==> config.mk <==
export PLATFORM = sky130hd
export DESIGN_NAME = ttl_token_table
export DESIGN_NICKNAME = d
export VERILOG_FILES = /design/src/ttl_pkg.sv /design/src/ttl_ctrl.sv /design/src/ttl_dpath.sv /design/src/ttl_token_table.sv
export SDC_FILE = /design/constraint.sdc
export NUM_CORES = 2
export LEC_CHECK = 0
export BUFFER_PORTS_ARGS = -buffer_cell sky130_fd_sc_hd__buf_2
export CAP_MARGIN = 20
export CORE_ASPECT_RATIO = 0.6
export CORE_MARGIN = 5
export CORE_UTILIZATION = 30
export DETAILED_ROUTE_END_ITERATION = 6
export PLACE_DENSITY = 0.41
export SKIP_LAST_GASP = 1
export SLEW_MARGIN = 15
export SYNTH_ARGS = -nofsm -noshare
export SYNTH_HDL_FRONTEND = slang
export SYNTH_MEMORY_MAX_BITS = 65536
export SYNTH_SLANG_ARGS = --single-unit
export TNS_END_PERCENT = 100
==> constraint.sdc <==
create_clock -name i_clk -period 11.7 [get_ports i_clk]
set_input_delay 2.34 -clock i_clk [delete_from_list [all_inputs] [get_ports i_clk]]
set_output_delay 2.34 -clock i_clk [all_outputs]
set_load 0.05 [all_outputs]
==> src/ttl_pkg.sv <==
// ttl_pkg: beat types, mode and status codes, controller/datapath command
// and status structs for the token expiry table.
// No dependencies.
package ttl_pkg;

    // Default table depth
    localparam int SLOTS_DEF = 64;

    // Time and count limits
    localparam logic [31:0] TTL_RESET = 32'd60;
    localparam logic [31:0] TIME_MAX  = 32'hFFFF_FFFF;
    localparam int          COUNT_MAX = 127;

    // Request modes
    localparam logic [1:0] MODE_QUERY = 2'd0;
    localparam logic [1:0] MODE_GEN   = 2'd1;
    localparam logic [1:0] MODE_RENEW = 2'd2;

    // Result status codes
    localparam logic [1:0] ST_OK      = 2'd0;
    localparam logic [1:0] ST_IGNORED = 2'd1;
    localparam logic [1:0] ST_FULL    = 2'd2;

    // Input beat
    typedef struct packed {
        logic [1:0]  mode;
        logic [31:0] key;
        logic [31:0] now;
    } t_in_beat;

    // Output beat
    typedef struct packed {
        logic [6:0] live_count;
        logic [1:0] status;
    } t_out_beat;

    // Controller to datapath commands
    typedef struct packed {
        logic clear;   // clear the used bit at the sweep address, step on
        logic start;   // capture request, restart the scan
        logic rd;      // read the slot at the scan address, step on
        logic commit;  // write the chosen slot and load the result
    } t_cmd;

    // Datapath to controller status
    typedef struct packed {
        logic addr_last;  // sweep/scan address is the last slot
    } t_sts;

endpackage

==> src/ttl_ctrl.sv <==
// ttl_ctrl: sequencing state machine for the token expiry table.
// Depends on ttl_pkg (t_cmd, t_sts).
module ttl_ctrl (
    input  logic          i_clk,
    input  logic          i_rst_n,
    input  logic          i_in_valid,
    output logic          o_in_ready,
    output logic          o_out_valid,
    input  logic          i_out_ready,
    input  ttl_pkg::t_sts i_sts,
    output ttl_pkg::t_cmd o_cmd
);
    import ttl_pkg::*;

    typedef enum logic [4:0] {
        S_CLEAR  = 5'b00001,
        S_IDLE   = 5'b00010,
        S_SCAN   = 5'b00100,
        S_DRAIN  = 5'b01000,
        S_UPDATE = 5'b10000
    } t_state;

    t_state r_state, n_state;
    logic   r_out_valid, n_out_valid;
    logic   w_out_free;

    // Result register can take a new beat
    assign w_out_free = !r_out_valid || i_out_ready;

    // Next state and commands
    always_comb begin
        n_state = r_state;
        o_cmd   = '0;
        case (r_state)
            S_CLEAR: begin
                o_cmd.clear = 1'b1;
                if (i_sts.addr_last) n_state = S_IDLE;
            end
            S_IDLE: begin
                if (i_in_valid) begin
                    o_cmd.start = 1'b1;
                    n_state     = S_SCAN;
                end
            end
            S_SCAN: begin
                o_cmd.rd = 1'b1;
                if (i_sts.addr_last) n_state = S_DRAIN;
            end
            S_DRAIN: begin
                n_state = S_UPDATE;
            end
            S_UPDATE: begin
                if (w_out_free) begin
                    o_cmd.commit = 1'b1;
                    n_state      = S_IDLE;
                end
            end
            default: begin
                n_state = S_CLEAR;
            end
        endcase
    end

    // Output valid flag
    always_comb begin
        n_out_valid = r_out_valid;
        if (o_cmd.commit)      n_out_valid = 1'b1;
        else if (i_out_ready)  n_out_valid = 1'b0;
    end

    always_ff @(posedge i_clk) begin
        if (!i_rst_n) begin
            r_state     <= S_CLEAR;
            r_out_valid <= 1'b0;
        end else begin
            r_state     <= n_state;
            r_out_valid <= n_out_valid;
        end
    end

    assign o_in_ready  = (r_state == S_IDLE);
    assign o_out_valid = r_out_valid;

endmodule

==> src/ttl_dpath.sv <==
// ttl_dpath: slot memories, scan evaluation, update and result register.
// Depends on ttl_pkg (beats, codes, t_cmd, t_sts).
module ttl_dpath #(
    parameter int SLOTS = ttl_pkg::SLOTS_DEF
) (
    input  logic              i_clk,
    input  logic              i_rst_n,
    input  logic              i_cfg_we,
    input  logic [31:0]       i_cfg_wdata,
    input  ttl_pkg::t_in_beat i_in,
    input  ttl_pkg::t_cmd     i_cmd,
    output ttl_pkg::t_sts     o_sts,
    output ttl_pkg::t_out_beat o_out
);
    import ttl_pkg::*;

    localparam int AW  = (SLOTS > 1) ? $clog2(SLOTS) : 1;
    localparam int CW  = $clog2(SLOTS + 1);
    localparam int CXW = (CW > 7) ? CW : 7;

    // Slot memories
    logic [31:0] mem_key [SLOTS];
    logic [31:0] mem_exp [SLOTS];
    logic        mem_used[SLOTS];

    logic [31:0]   r_ttl;
    logic [AW-1:0] r_addr;
    logic [1:0]    r_mode;
    logic [31:0]   r_key, r_now;

    // Read pipeline
    logic          r_pend;
    logic [AW-1:0] r_pend_idx;
    logic [31:0]   r_rd_key, r_rd_exp;
    logic          r_rd_used;

    // Scan results
    logic          r_found_key, r_key_live, r_found_free;
    logic [AW-1:0] r_key_idx, r_free_idx;
    logic [CW-1:0] r_cnt;

    t_out_beat r_out;

    logic          w_live, w_match, w_free;
    logic [32:0]   w_sum;
    logic [31:0]   w_new_exp;
    logic          w_new_live, w_apply, w_old_live;
    logic [AW-1:0] w_tgt;
    logic [1:0]    w_status;
    logic [CW-1:0] w_cnt_after;
    logic [CXW-1:0] w_cnt_x;

    // Lifetime register
    always_ff @(posedge i_clk) begin
        if (!i_rst_n) r_ttl <= TTL_RESET;
        else if (i_cfg_we) r_ttl <= i_cfg_wdata;
    end

    // Sweep/scan address
    always_ff @(posedge i_clk) begin
        if (!i_rst_n) begin
            r_addr <= '0;
        end else if (i_cmd.start) begin
            r_addr <= '0;
        end else if (i_cmd.clear || i_cmd.rd) begin
            r_addr <= r_addr + AW'(1);
        end
    end

    assign o_sts.addr_last = (r_addr == AW'(SLOTS - 1));

    // Request capture
    always_ff @(posedge i_clk) begin
        if (i_cmd.start) begin
            r_mode <= i_in.mode;
            r_key  <= i_in.key;
            r_now  <= i_in.now;
        end
    end

    // Memory read, one slot a cycle
    always_ff @(posedge i_clk) begin
        if (i_cmd.rd) begin
            r_rd_key   <= mem_key[r_addr];
            r_rd_exp   <= mem_exp[r_addr];
            r_rd_used  <= mem_used[r_addr];
            r_pend_idx <= r_addr;
        end
    end

    always_ff @(posedge i_clk) begin
        if (!i_rst_n) r_pend <= 1'b0;
        else          r_pend <= i_cmd.rd;
    end

    // Per-slot evaluation
    assign w_live  = r_rd_used && (r_rd_exp > r_now);
    assign w_match = r_rd_used && (r_rd_key == r_key);
    assign w_free  = !r_rd_used || (r_rd_exp <= r_now);

    always_ff @(posedge i_clk) begin
        if (i_cmd.start) begin
            r_found_key  <= 1'b0;
            r_found_free <= 1'b0;
            r_cnt        <= '0;
        end else if (r_pend) begin
            if (w_match && !r_found_key) begin
                r_found_key <= 1'b1;
                r_key_idx   <= r_pend_idx;
                r_key_live  <= w_live;
            end
            if (w_free && !r_found_free) begin
                r_found_free <= 1'b1;
                r_free_idx   <= r_pend_idx;
            end
            if (w_live) r_cnt <= r_cnt + CW'(1);
        end
    end

    // Saturating expiry
    assign w_sum      = {1'b0, r_now} + {1'b0, r_ttl};
    assign w_new_exp  = w_sum[32] ? TIME_MAX : w_sum[31:0];
    assign w_new_live = (w_new_exp > r_now);

    // Update decision
    always_comb begin
        w_apply    = 1'b0;
        w_old_live = 1'b0;
        w_tgt      = r_key_idx;
        w_status   = ST_OK;
        case (r_mode)
            MODE_GEN: begin
                if (r_found_key) begin
                    w_apply    = 1'b1;
                    w_old_live = r_key_live;
                end else if (r_found_free) begin
                    w_apply = 1'b1;
                    w_tgt   = r_free_idx;
                end else begin
                    w_status = ST_FULL;
                end
            end
            MODE_RENEW: begin
                if (r_found_key && r_key_live) begin
                    w_apply    = 1'b1;
                    w_old_live = 1'b1;
                end else begin
                    w_status = ST_IGNORED;
                end
            end
            default: begin
                w_status = ST_OK;
            end
        endcase
    end

    // Live count after the update, widened for the clip to the field range
    assign w_cnt_after = w_apply ? (r_cnt - CW'(w_old_live) + CW'(w_new_live)) : r_cnt;
    assign w_cnt_x     = CXW'(w_cnt_after);

    // Memory write: clearing sweep or commit
    always_ff @(posedge i_clk) begin
        if (i_cmd.clear) begin
            mem_used[r_addr] <= 1'b0;
        end else if (i_cmd.commit && w_apply) begin
            mem_used[w_tgt] <= 1'b1;
            mem_key[w_tgt]  <= r_key;
            mem_exp[w_tgt]  <= w_new_exp;
        end
    end

    // Result register
    always_ff @(posedge i_clk) begin
        if (i_cmd.commit) begin
            r_out.status     <= w_status;
            r_out.live_count <= (w_cnt_x > CXW'(COUNT_MAX)) ? 7'(COUNT_MAX)
                                                            : w_cnt_x[6:0];
        end
    end

    assign o_out = r_out;

endmodule

==> src/ttl_token_table.sv <==
// ttl_token_table: top level of the token expiry table.
// Depends on ttl_pkg, ttl_ctrl and ttl_dpath.
//
// Keyed table of SLOTS tokens with expiry times. Each request (query,
// generate or renew) is answered by one result beat with the live entry
// count after the request and a status. One request is handled at a time:
// the slot memory is scanned one slot per cycle, and each request steps
// through the reads of all SLOTS slots, the evaluation of the last read, a
// commit that writes the chosen slot and loads the result, and a return to
// idle for the next request. The commit waits while an earlier result is
// still unread. After reset a clearing pass marks every slot unused; no
// request is accepted during it, while ttl writes are taken at any time.
module ttl_token_table #(
    parameter int SLOTS = ttl_pkg::SLOTS_DEF
) (
    input  logic               i_clk,
    input  logic               i_rst_n,
    input  logic               i_cfg_we,
    input  logic [31:0]        i_cfg_wdata,
    input  logic               i_in_valid,
    output logic               o_in_ready,
    input  ttl_pkg::t_in_beat  i_in,
    output logic               o_out_valid,
    input  logic               i_out_ready,
    output ttl_pkg::t_out_beat o_out
);
    import ttl_pkg::*;

    t_cmd w_cmd;
    t_sts w_sts;

    // Sequencer
    ttl_ctrl u_ctrl (
        .i_clk       (i_clk),
        .i_rst_n     (i_rst_n),
        .i_in_valid  (i_in_valid),
        .o_in_ready  (o_in_ready),
        .o_out_valid (o_out_valid),
        .i_out_ready (i_out_ready),
        .i_sts       (w_sts),
        .o_cmd       (w_cmd)
    );

    // Slot store and scan datapath
    ttl_dpath #(
        .SLOTS (SLOTS)
    ) u_dpath (
        .i_clk       (i_clk),
        .i_rst_n     (i_rst_n),
        .i_cfg_we    (i_cfg_we),
        .i_cfg_wdata (i_cfg_wdata),
        .i_in        (i_in),
        .i_cmd       (w_cmd),
        .o_sts       (w_sts),
        .o_out       (o_out)
    );

    // A request is accepted only between scans
    a_one_at_a_time: assert property (@(posedge i_clk) disable iff (!i_rst_n)
        (i_in_valid && o_in_ready) |=> !o_in_ready)
        else $error("request accepted while a scan is running");

    // A commit never overwrites an unread result
    a_no_overwrite: assert property (@(posedge i_clk) disable iff (!i_rst_n)
        w_cmd.commit |-> (!o_out_valid || i_out_ready))
        else $error("result overwritten before it was taken");

    // Status is one of the defined codes
    a_status_code: assert property (@(posedge i_clk) disable iff (!i_rst_n)
        o_out_valid |-> (o_out.status == ST_OK || o_out.status == ST_IGNORED ||
                         o_out.status == ST_FULL))
        else $error("undefined status code");

    // Live count never exceeds the table depth
    a_count_range: assert property (@(posedge i_clk) disable iff (!i_rst_n)
        o_out_valid |-> (int'(o_out.live_count) <= SLOTS))
        else $error("live count above table depth");

endmodule
; After elaboration in Yosys (flattened, before gate mapping)
; Memory sizes are Yosys's and may differ from the RTL's. A register that Yosys moved wholly into a read port is not among the register bits.
; Cells that the tools add are included.
[word_totals]
register_bits = 148
mem_bits_rw = 4160
output_inout_bits = 11
word_cells = 102
memories = 3
[op_classes]
addsub = 5
magnitude_cmp = 4
n_eq_ne = 13
mux = 36
n_bitwise = 2
reduce_logical = 22
[mem_list]
columns = name, depth, word_bits, rd, rd_clocked_by_memory_dff, write_ports, line_no
row1 = u_dpath.mem_exp, 64, 32, 1, 1, 1, ttl_dpath.sv:23  ; logic [31:0] mem_exp [SLOTS];
row2 = u_dpath.mem_key, 64, 32, 1, 1, 1, ttl_dpath.sv:22  ; logic [31:0] mem_key [SLOTS];
row3 = u_dpath.mem_used, 64, 1, 1, 1, 1, ttl_dpath.sv:24  ; logic mem_used[SLOTS];
[ops]
columns = cell, count
row1 = $gt A32 B32 Y1, 2
row2 = $add A32 B32 Y33, 1
row3 = $eq A32 B32 Y1, 1
row4 = $le A32 B32 Y1, 1
row5 = $mux W32, 1
row6 = $pmux W5 S5, 1
row7 = $mux W6, 4
row8 = $mux W1, 20
row9 = $mux W5, 4
row10 = $add A7 B1 Y7, 1
row11 = $add A7 B1 Y7 const B, 1
row12 = $gt A7 B7 Y1 const B, 1
row13 = $mux W7, 1
row14 = $sub A7 B1 Y7, 1
row15 = $add A6 B1 Y6 const B, 1
row16 = $eq A6 B6 Y1 const B, 1
row17 = $logic_and A1 B1 Y1, 6
row18 = $ne A2 B1 Y1 const B, 3
row19 = $reduce_and A2 Y1, 3
row20 = $reduce_and A3 Y1, 2
row21 = $eq A5 B1 Y1 const B, 1
row22 = $eq A5 B2 Y1 const B, 1
row23 = $eq A5 B3 Y1 const B, 1
row24 = $eq A5 B4 Y1 const B, 1
row25 = 14 further kinds, 22

; Depth between registers and ports, before layout
[depth]
ltp_word = 10
depth_mapped = 29
ltp_nobuf = 27

; Modules after synthesis
; A second synthesis with hierarchy kept.
[hier_totals]
cells_unflattened = 6989
hier_area_um2 = 168912.0
[by_module_without_submodules]
columns = mod, instances, cells_each, area_each_um2
row1 = ttl_dpath, 1, 6943, 168549.2
row2 = ttl_ctrl, 1, 46, 362.8

; Worst setup path before layout
; Ideal clock, no wire load.
[synth_timing]
kind = input-to-reg
from = input i_out_ready
to = memory u_dpath.mem_exp[14][0], enable pin
arrival_time_ns = 7.032
required_ns = 11.213
slack_ns = 4.182
path_stages = 9
n_path_buf = 2
path_cell_list = nand2b_1 > and4_1 > nand2_1 > inv_2 > buf_2 > buf_2 > and2_1 > nand2_1 > nor2_1
[synth_via]
elab_chain_cells = 7
[synth_rtl]
columns = element, line_no
row1 = start: declaration, ttl_token_table.sv:24  ; input logic i_out_ready,
row2 = $logic_or A1 B1 Y1, ttl_ctrl.sv:28  ; assign w_out_free = !r_out_valid || i_out_ready;
row3 = $mux W1, ttl_ctrl.sv:53  ; if (w_out_free) begin
row4 = $mux W1, ttl_ctrl.sv:34  ; case (r_state)
row5 = $logic_and A1 B1 Y1, ttl_dpath.sv:165  ; end else if (i_cmd.commit && w_apply) begin
row6 = $mux W1, ttl_dpath.sv:165
row7 = $mux W1, ttl_dpath.sv:163  ; if (i_cmd.clear) begin
row8 = $mux W1 (not written as such), ttl_dpath.sv:168  ; mem_exp[w_tgt] <= w_new_exp;
row9 = end: declaration, ttl_dpath.sv:23
; Every way passes these cells.

; Worst setup path after layout
[layout_timing]
from = register u_dpath.r_now[1]
to = register u_dpath.r_out (netlist bit u_dpath.o_out[8]), data pin
[layout_via]
elab_chain_cells = 6
[layout_rtl]
columns = element, line_no
row1 = start: declaration, ttl_dpath.sv:29  ; logic [31:0] r_key, r_now;
row2 = start signal: assignment, ttl_dpath.sv:77  ; r_now <= i_in.now;
row3 = $add A32 B32 Y33 (*), ttl_dpath.sv:121  ; assign w_sum = {1'b0, r_now} + {1'b0, r_ttl};
row4 = $mux W32 (*), ttl_dpath.sv:122  ; assign w_new_exp = w_sum[32] ? TIME_MAX : w_sum[31:0];
row5 = net u_dpath.w_new_exp[31], ttl_dpath.sv:46  ; logic [31:0] w_new_exp;
row6 = $gt A32 B32 Y1 (*), ttl_dpath.sv:123  ; assign w_new_live = (w_new_exp > r_now);
row7 = $add A7 B1 Y7 (*), ttl_dpath.sv:158  ; assign w_cnt_after = w_apply ? (r_cnt - CW'(w_old_live) + CW'(w_new_live)) : r_cnt;
row8 = $mux W7 (*), ttl_dpath.sv:158
row9 = $gt A7 B7 Y1, ttl_dpath.sv:176  ; r_out.live_count <= (w_cnt_x > CXW'(COUNT_MAX)) ? 7'(COUNT_MAX)
row10 = end: declaration, ttl_dpath.sv:42  ; t_out_beat r_out;
; Mark *: on every way through the listed nets, which the timed path passes. The rest lies on a longest branch.
; A chain may end at the register's enable or synchronous reset.

==> metrics <==
run status=completed; Initial DRT Pass Iterations=7; port bufs=113; total setup buffers inserted after CTS=0; Final setup viols=0; Max Cap Viol=0; Met1 Wirelength=271000 microns; die width=around 980 microns; post-CTS sizing=0; Antenna Violating Nets Remaining=0; Hold Fails Final Rpt=0; Worst EP required=between 10000 and 15000 ps; dominant cell type by area after synthesis=edfxtp_1; Post-synth top cells=4319 x edfxtp_1, 1365 x mux4_2, 191 x clkbuf_1, 180 x nor2_1, 111 x ha_1; Post-synth top flop=edfxtp_1; drt wl/cell=around 36 microns; met2 routed WL=about 230000 microns; Synth top area share=approximately three quarters; routed vias=80619; final RePlAce weighted congestion=between 0.7 and 0.8; met3 wire len=32000 microns; Finished Cell Area=about 200000 sq um; Fill cells=around 52000; hold_buf cts=0; FMAX=approximately 110 MHz; GRT Util Overall=between 10% and 20%; critical path peak fanout=65; startpoint type of the worst setup path=flip-flop; die area=~580000 sq um; Max Used Layer=met4; Lkg Pwr=between 50 and 60 nW; Worst Path Class, Setup=reg -> reg; Ys Warns=0; CTS max path bufs=4; Peak supply drop=120 uV; row count=213; Ports=114; H-tree levels=5; Seq. cell area=131000 sq um; fraction of layout cells with a size suffix above 1=a little under a third; DP HPWL=slightly below 300000 microns; Remaining DRCs=0; RSZ-0062 raised after global routing=no; crit path DAT=around 9700 ps; worst hold path class=reg -> reg; largest net degree at the start of global routing=124; Multi-input gate area=around 37000 sq um; Slew Limit Headroom=24.5%; CTS root buf=clkbuf_16; CTS sink count=4373; Synth area leaders=edfxtp_1 77%, mux4_2 18%, ha_1 0.82%; Synth cell types=62; CORE AREA=561000 sq um; antenna violations before repair=47; Power Dens Cells=169 nW/um^2; Slew Limit Fails=0; CTS tree=yes; Clock Latency Late Sink=about 950 ps; Post-synth ARST share=0%; Die Span Y=592 microns; Initial Util=between 30% and 40%; minimum clock period=around 9000 ps; 1st-iter DRT viols=9785; vias in the first global route=between 80000 and 90000; Routed WL=between 500000 and 600000 microns; clock transition at the registers of the reported paths=~70 ps; EDFF count, synth=between 4000 and 5000; final net count=around 7700; post-synthesis instance total=roughly 7000; Setup Skew=39.4 ps; CTS Buf Count=a little over 400; #FFs+latches synth=between 4000 and 5000; area grow syn2layout=14.9%; actual slew at the worst max-slew pin=1130 ps; vias per cell=roughly 5.3; DP Area=around 180000 sq um; first-pass GRT wire length=between 700000 and 800000 microns; crit end category=flip-flop; gr ovfl total=0; post-synthesis sequential area ratio=around 77%; synthesized area per cell=around 24 sq um; Syn Nets=between 7000 and 8000; Post-Synthesis Cell Area=169000 sq um; fin crit share=between 70% and 80%; top-count cell post-synth=edfxtp_1; Sum Neg Setup Slack=0 ps
[cell families after synthesis]
logic type / synth area share [%]
xor gates and xnor gates: 0.332
AOI/OAI and AO/OA: 0.838
adders and majority gates: 0.845
buffers and inverters: 0.949
and+or+nand+nor: 1.23
muxes: 18.5
DFF: 77.3
[metal layers]
layer | up-vias | track usage (%)
met5 | - | 0
met4 | 0 | 2.82
met3 | 555 | 2.52
met2 | 2776 | 26.9
met1 | 46081 | 29.9
li1 | 31207 | -
[critical path: stages, from the launching register on]
cell and delay [ps]:
edfxtp_1 450, ha_1 350, a211oi_1 420, nor4_1 170, nor3_1 520, o21ai_1 370
a31oi_1 470, nor3_1 120, a211oi_1 420, mux2i_4 290, buf_4 530, ha_1 240
nand4_1 170, nor4_1 310, buf_4 220, nand4_1 420, nor3b_1 310, a22oi_1 650
nand2_1 420, ha_1 360, fa_1 440, a21o_1 170, a21oi_1 250, o21bai_1 100
a21oi_1 180, xnor2_1 140, nand2_1 80, xnor2_1 170
[path summary, 6_finish.rpt]
check                                to                  start  slack (ps)  cells past startpoint
setup reg to reg       u_dpath.o_out[8]       u_dpath.r_now[1]        2670                     27
hold reg to reg   u_dpath.r_free_idx[1]  u_dpath.r_pend_idx[1]         440                      0
setup / recovery       u_dpath.o_out[8]       u_dpath.r_now[1]        2670                     27
hold / removal    u_dpath.r_free_idx[1]  u_dpath.r_pend_idx[1]         440                      0
[layout make-up]
class / instances / area share (%)
Antenna cell: 3 / 0.00386
Clock buffer: 492 / 5.58
Clock inverter: 258 / 1.25
Inverter: 56 / 0.113
Multi-Input combinational cell: 2249 / 19.2
Sequential cell: 4373 / 67.3
Tap cell: 7525 / 4.85
Timing Repair Buffer: 389 / 1.63
[state kept, by name (all words and copies together) (netlist names), 7 cells and up]
signal and flops:
u_dpath.mem_exp 2048, u_dpath.mem_key 2048, u_dpath.mem_used 64, u_dpath.r_key 32, u_dpath.r_now 32, u_dpath.r_rd_exp 32, u_dpath.r_rd_key 32, u_dpath.r_ttl 32
u_dpath.o_out 9, u_dpath.r_cnt 7
[cells in the final DEF (no fill, tap or decap), types with 8 or more instances in the layout]
cell / count
a211oi_1: 9
a21o_1: 46
a21oi_1: 54
and2_1: 8
buf_12: 42
buf_2: 114
buf_4: 232
bufinv_16: 41
clkbuf_1: 69
clkbuf_16: 423
clkinv_1: 93
clkinv_2: 80
clkinvlp_4: 25
dfxtp_1: 48
edfxtp_1: 4319
ha_1: 111
inv_1: 52
inv_6: 8
mux2i_1: 41
mux4_2: 1365
nand2_1: 73
nand2_2: 13
nand2b_1: 25
nand3_1: 13
nand4_1: 32
nor2_1: 115
nor2_4: 65
nor2b_1: 33
nor3_1: 12
nor4_1: 9
o21a_1: 12
o21ai_0: 32
o21ai_1: 9
o21bai_1: 10
xnor2_1: 35
xor2_1: 26
[through the flow]
stage	utilization, %	hold slack [ps]	total power [mW]	setup slack, ps	cells
after floorplan	-	406	18.9	4180	7012
after global placement	32.2	422	19.6	2550	14585
after detailed placement	32.2	431	19.6	2900	14591
after CTS	34.6	446	33.2	2860	15341
after global routing	34.6	465	33.9	2370	15342
final	34.6	444	32.8	2670	15345
[where the power goes]
group          switching [mW]  total, mW  internal, mW
Combinational            1.12       1.94         0.822
Clock                    6.04       13.6          7.51
Sequential             0.0217       17.3          17.3
Total                    7.18       32.8          25.6
No activity file was read; power rests on OpenSTA's default activity.
